<file path="config.mk">
export PLATFORM = sky130hd
export DESIGN_NAME = pri_front_flat
export DESIGN_NICKNAME = d
export VERILOG_FILES = /design/src/rtl/core/pri_pkg.sv /design/src/rtl/core/pri_if.sv /design/src/rtl/core/pri_front.sv /design/src/flat_wrapper.sv
export SDC_FILE = /design/constraint.sdc
export NUM_CORES = 1
export LEC_CHECK = 0
export ABC_AREA = 0
export BUFFER_PORTS_ARGS = -buffer_cell sky130_fd_sc_hd__buf_2
export CELL_PAD_IN_SITES_DETAIL_PLACEMENT = 0
export CELL_PAD_IN_SITES_GLOBAL_PLACEMENT = 1
export CORE_ASPECT_RATIO = 1.75
export CORE_MARGIN = 3
export CORE_UTILIZATION = 50
export CTS_CLUSTER_DIAMETER = 50
export CTS_CLUSTER_SIZE = 24
export DETAILED_ROUTE_END_ITERATION = 8
export PLACE_DENSITY_LB_ADDON = 0.1
export SLEW_MARGIN = 20
export SYNTH_ARGS = -nofsm -noshare
export SYNTH_HDL_FRONTEND = slang
export SYNTH_SLANG_ARGS = --single-unit
</file>
<file path="constraint.sdc">
create_clock -name clk_i -period 4.7 [get_ports clk_i]
set_input_delay 0.94 -clock clk_i [delete_from_list [all_inputs] [get_ports clk_i]]
set_output_delay 0.94 -clock clk_i [all_outputs]
set_load 0.03 [all_outputs]
</file>
<file path="src/rtl/core/pri_pkg.sv">
// ----------------------------------------------------------------------------
// pri_pkg
// Shared types and constants of the particle repulsion integrator.
// ----------------------------------------------------------------------------
package pri_pkg;

  typedef enum logic [1:0] {
    KIND_BEGIN    = 2'd0,
    KIND_NEIGHBOR = 2'd1,
    KIND_FINISH   = 2'd2
  } kind_e;

  typedef enum logic [2:0] {
    REG_RADIUS   = 3'd0,
    REG_STRENGTH = 3'd1,
    REG_DAMPING  = 3'd2,
    REG_STEP_DT  = 3'd3,
    REG_MAX_STEP = 3'd4
  } reg_idx_e;

  typedef enum logic [1:0] {
    ARITH_MUL  = 2'd0,
    ARITH_DIV  = 2'd1,
    ARITH_SQRT = 2'd2
  } arith_op_e;

  localparam int unsigned QUEUE_AW    = 2;
  localparam int unsigned QUEUE_DEPTH = 1 << QUEUE_AW;

  localparam logic [5:0]  MUL_LAST  = 6'd31;
  localparam logic [5:0]  DIV_LAST  = 6'd63;
  localparam logic [5:0]  SQRT_LAST = 6'd31;
  localparam logic [63:0] SQRT_BIT0 = 64'h4000_0000_0000_0000;

  localparam logic [30:0] RADIUS_RST   = 31'd65536;
  localparam logic [30:0] STRENGTH_RST = 31'd65536;
  localparam logic [16:0] DAMPING_RST  = 17'd65536;
  localparam logic [30:0] STEP_DT_RST  = 31'd6554;
  localparam logic [30:0] MAX_STEP_RST = 31'd65536;

  typedef struct packed {
    logic [30:0] radius;
    logic [30:0] strength;
    logic [16:0] damping;
    logic [30:0] step_dt;
    logic [30:0] max_step;
  } cfg_t;

  typedef struct packed {
    kind_e              kind;
    logic signed [31:0] pos_x;
    logic signed [31:0] pos_y;
    logic signed [31:0] pos_z;
    logic signed [31:0] vel_x;
    logic signed [31:0] vel_y;
    logic signed [31:0] vel_z;
    logic signed [17:0] norm_x;
    logic signed [17:0] norm_y;
    logic signed [17:0] norm_z;
  } item_t;

  typedef struct packed {
    logic      start;
    arith_op_e op;
    logic [63:0] a;
    logic [63:0] b;
  } arith_req_t;

  typedef struct packed {
    logic        busy;
    logic        done;
    logic [95:0] res;
  } arith_rsp_t;

endpackage

</file>
<file path="src/rtl/core/pri_if.sv">
// ----------------------------------------------------------------------------
// pri_if
// Input and output item channels of the particle repulsion integrator.
// ----------------------------------------------------------------------------
interface pri_in_if;
  logic               valid;
  logic               ready;
  logic [1:0]         kind;
  logic signed [31:0] pos_x;
  logic signed [31:0] pos_y;
  logic signed [31:0] pos_z;
  logic signed [31:0] vel_x;
  logic signed [31:0] vel_y;
  logic signed [31:0] vel_z;
  logic signed [17:0] norm_x;
  logic signed [17:0] norm_y;
  logic signed [17:0] norm_z;

  modport source (output valid, kind, pos_x, pos_y, pos_z, vel_x, vel_y, vel_z,
                  norm_x, norm_y, norm_z, input ready);
  modport sink   (input valid, kind, pos_x, pos_y, pos_z, vel_x, vel_y, vel_z,
                  norm_x, norm_y, norm_z, output ready);
endinterface


</file>
<file path="src/rtl/core/pri_front.sv">
// ----------------------------------------------------------------------------
// pri_front
// Accepts items, drops unknown kinds and queues the rest for the back end.
// ----------------------------------------------------------------------------
module pri_front import pri_pkg::*; (
  input  logic     clk_i,
  input  logic     rst_ni,
  pri_in_if.sink   in_i,
  output logic     item_valid_o,
  output item_t    item_o,
  input  logic     item_ready_i
);

  localparam logic [QUEUE_AW:0] QueueFull = (QUEUE_AW + 1)'(QUEUE_DEPTH);

  item_t               mem_q [QUEUE_DEPTH];
  logic [QUEUE_AW-1:0] wr_ptr_q, rd_ptr_q;
  logic [QUEUE_AW:0]   cnt_q;
  logic                kind_ok, push, pop;
  item_t               in_item;

  always_comb begin
    unique case (in_i.kind)
      KIND_BEGIN, KIND_NEIGHBOR, KIND_FINISH: kind_ok = 1'b1;
      default:                                kind_ok = 1'b0;
    endcase
  end

  assign in_item.kind   = kind_e'(in_i.kind);
  assign in_item.pos_x  = in_i.pos_x;
  assign in_item.pos_y  = in_i.pos_y;
  assign in_item.pos_z  = in_i.pos_z;
  assign in_item.vel_x  = in_i.vel_x;
  assign in_item.vel_y  = in_i.vel_y;
  assign in_item.vel_z  = in_i.vel_z;
  assign in_item.norm_x = in_i.norm_x;
  assign in_item.norm_y = in_i.norm_y;
  assign in_item.norm_z = in_i.norm_z;

  assign in_i.ready   = cnt_q != QueueFull;
  assign push         = in_i.valid && in_i.ready && kind_ok;
  assign item_valid_o = cnt_q != '0;
  assign item_o       = mem_q[rd_ptr_q];
  assign pop          = item_valid_o && item_ready_i;

  always_ff @(posedge clk_i or negedge rst_ni) begin
    if (!rst_ni) begin
      wr_ptr_q <= '0;
      rd_ptr_q <= '0;
      cnt_q    <= '0;
    end else begin
      if (push) wr_ptr_q <= wr_ptr_q + 1'b1;
      if (pop) rd_ptr_q <= rd_ptr_q + 1'b1;
      if (push && !pop) cnt_q <= cnt_q + 1'b1;
      else if (pop && !push) cnt_q <= cnt_q - 1'b1;
    end
  end

  always_ff @(posedge clk_i) begin
    if (push) mem_q[wr_ptr_q] <= in_item;
  end

  a_fill_tracks : assert property (@(posedge clk_i) disable iff (!rst_ni)
    (push && !pop) |=> cnt_q == $past(cnt_q) + 1'b1)
    else $error("queue fill count lost a pushed item");

endmodule

</file>
<file path="src/flat_wrapper.sv">
// flat-port wrapper written by rule: the top's interface ports become plain ports
module pri_front_flat import pri_pkg::*;
  (clk_i, rst_ni, item_valid_o, item_o, item_ready_i, in_i_valid, in_i_kind, in_i_pos_x, in_i_pos_y, in_i_pos_z, in_i_vel_x, in_i_vel_y, in_i_vel_z, in_i_norm_x, in_i_norm_y, in_i_norm_z, in_i_ready);
  pri_in_if in_i_i ();
  input  logic clk_i;
  input  logic rst_ni;
  output logic item_valid_o;
  output item_t item_o;
  input  logic item_ready_i;
  input wire logic [$bits(in_i_i.valid)-1:0] in_i_valid;
  input wire logic [$bits(in_i_i.kind)-1:0] in_i_kind;
  input wire logic [$bits(in_i_i.pos_x)-1:0] in_i_pos_x;
  input wire logic [$bits(in_i_i.pos_y)-1:0] in_i_pos_y;
  input wire logic [$bits(in_i_i.pos_z)-1:0] in_i_pos_z;
  input wire logic [$bits(in_i_i.vel_x)-1:0] in_i_vel_x;
  input wire logic [$bits(in_i_i.vel_y)-1:0] in_i_vel_y;
  input wire logic [$bits(in_i_i.vel_z)-1:0] in_i_vel_z;
  input wire logic [$bits(in_i_i.norm_x)-1:0] in_i_norm_x;
  input wire logic [$bits(in_i_i.norm_y)-1:0] in_i_norm_y;
  input wire logic [$bits(in_i_i.norm_z)-1:0] in_i_norm_z;
  output wire logic [$bits(in_i_i.ready)-1:0] in_i_ready;
  assign in_i_i.valid = in_i_valid;
  assign in_i_i.kind = in_i_kind;
  assign in_i_i.pos_x = in_i_pos_x;
  assign in_i_i.pos_y = in_i_pos_y;
  assign in_i_i.pos_z = in_i_pos_z;
  assign in_i_i.vel_x = in_i_vel_x;
  assign in_i_i.vel_y = in_i_vel_y;
  assign in_i_i.vel_z = in_i_vel_z;
  assign in_i_i.norm_x = in_i_norm_x;
  assign in_i_i.norm_y = in_i_norm_y;
  assign in_i_i.norm_z = in_i_norm_z;
  assign in_i_ready = in_i_i.ready;
  pri_front u_core (.clk_i(clk_i), .rst_ni(rst_ni), .in_i(in_i_i), .item_valid_o(item_valid_o), .item_o(item_o), .item_ready_i(item_ready_i));
endmodule
</file>
==> results.ini <==
[grt]
overflow=0
track_usage=0.200
grt_max_degree=75
grt_pass1_vias=17228
antenna_found_initial=42
grt_pass1_wl_mm=113

[routing]
firstDrtPassIters=4
via_per_inst=5.60
vias=15923
drt_iter0_drc=1056
wirelength_mm=75.5
route.detailed.drc=0
route.antenna.remaining_nets=0
wl_per_cell_um=26.6

[clock_network]
htreeDepth=2
clock_sinks=999
cts-resized-gates=0
cts_made_buffers=53
clock_tree.root_cell=clkbuf_16
max-clock-path-buffers=3
ctsHoldBuffers=0
cts_setup_buffers=0
clk_pin_slew_ps=90
clock_latency_ps=640
cts_tree=built

[synth]
netlist_instances=1332
synth-edff-count=992
syn_avg_cell_area_um2=27.1
yosysUniqueCellTypes=22
synth_area_um2=36100
synth_top_cell_by_area=edfxtp_1
synth_top_flop_cell=edfxtp_1
postSynthNetCount=1590
synth_top_cell_area_share=0.825
yosysWarnings=0
synth-seq-cells=999
ys_seq_area_frac=0.830
synth-async-reset-ratio=0.00701
yosys-top-cells-area=edfxtp_1, mux4_2, dfrtp_1

[timing]
clock.fmax_mhz=270
slew_violations=0
tightest_slew_ps=877
maxSlewHeadroom=0.415
setup_viol=0
min_period_ps=3700
timing.final.crit_share=0.788
hold_violations=0
fin_skew_ps=20.7
rsz0062_at_grt=false

[layout]
layout_common_cells=edfxtp_1, buf_2, mux4_2
nNetsFinal=2130
layout_commonest_cell=edfxtp_1
syn2layout_area_growth_pct=15.6
final_area_um2=41800
final-instance-count-excl-fill=2841
drive_gt1_frac=0.460

[placement]
post_dp_cell_area_um2=40100
gp_congestion=0.761
dp.cells=2734
numPortBuffers=501
hpwl_mm=49.3

[die]
die_w_um=209
die-area_um2=75600
initial_utilization=0.507
ios=502
rows=129
die_h_um=362
core_area_um2=71200

[pwr]
p_per_area_nw_per_um2=634
p_leak_nw=13.9
ir_worst_vdd_v=0.000453

[critical_path]
required_ps=3760
arrival_ps=2760
critPathMaxFanout=30
startpoint_type=flop
end_kind=output port
worstSetupPathType=flop to output port

[run_status]
status=complete, no violations

[worst_hold_path]
hold_path.class=input port to asynchronous set/reset pin

[flow_run]
max_cap_viol_count=0

cell usage after synthesis (2+ instances only):
master    instances
and2_2            4
xor2_1            2
edfxtp_1        992
mux4_2          248
buf_2            25
inv_1             3
buf_4            20
nand2_1           2
ha_1              5
clkbuf_1         10
dfrtp_1           7
xnor2_1           4
cell families (layout without fill, tap and decap cells):
group | after synthesis | in the layout | share of synthesized area
flip-flops | 999 | 999 | 0.830
other | 0 | 21 | 0
XOR/XNOR | 6 | 6 | 0.00145
adder cells (fa/ha/maj) | 6 | 6 | 0.00229
buffers and inverters | 60 | 631 | 0.00939
multiplexers | 250 | 250 | 0.155
AND/OR/NAND/NOR | 11 | 11 | 0.00191
sequential cells by signal, indices dropped and copies added (netlist names):
register,flops
u_core.wr_ptr_q,2
u_core.rd_ptr_q,2
u_core.cnt_q,3
u_core.mem_q,992
final timing paths:
kind	start	end	slack, ps	cells after the start
min reg2reg	u_core.cnt_q[2]	u_core.cnt_q[2]	480	1
min	rst_ni	u_core.wr_ptr_q[1]	140	1
max	u_core.rd_ptr_q[0]	item_o[124]	1000	3
max reg2reg	u_core.cnt_q[0]	u_core.mem_q[0][14]	2190	4
min in group clk_i	u_core.cnt_q[2]	u_core.cnt_q[2]	480	1
max in group asynchronous	rst_ni	u_core.rd_ptr_q[1]	4360	1
final cells by class:
cell class                      count  area (um2)
Antenna cell                       21        52.6
Clock buffer                       61        1370
Clock inverter                     25         282
Fill cell                        5172       29400
Inverter                            3        11.3
Multi-Input combinational cell    273        5820
Sequential cell                   999       30000
Tap cell                          917        1150
Timing Repair Buffer              542        3100
where the power goes:
group / switching [W] / internal, W
clock network: 0.00274 / 0.00231
logic: 0.00624 / 0.00348
registers: 0.000452 / 0.0113
routing by layer:
layer | track usage | routed length (um)
met5 | 0 | 185
met4 | 0.0664 | 2290
met3 | 0.0724 | 6480
met2 | 0.317 | 37200
met1 | 0.262 | 29400
metrics by stage:
step / hold WS, ps / TNS [ps] / utilization / setup WS [ps] / power [W]
2_1_floorplan: 446 / -49560 / - / -50.0 / 0.0188
3_3_place_gp: 461 / 0 / 0.563 / 1570 / 0.0218
3_5_place_dp: 470 / 0 / 0.563 / 1570 / 0.0219
4_1_cts: 95.9 / 0 / 0.586 / 858 / 0.0269
5_1_grt: 101 / 0 / 0.586 / 766 / 0.0277
6_report: 141 / 0 / 0.587 / 998 / 0.0265
critical path, stage by stage (launching register included):
cell	delay, ps
dfrtp_4	860
buf_4	460
mux4_2	570
buf_2	200
No activity file was read; power rests on OpenSTA's default activity.
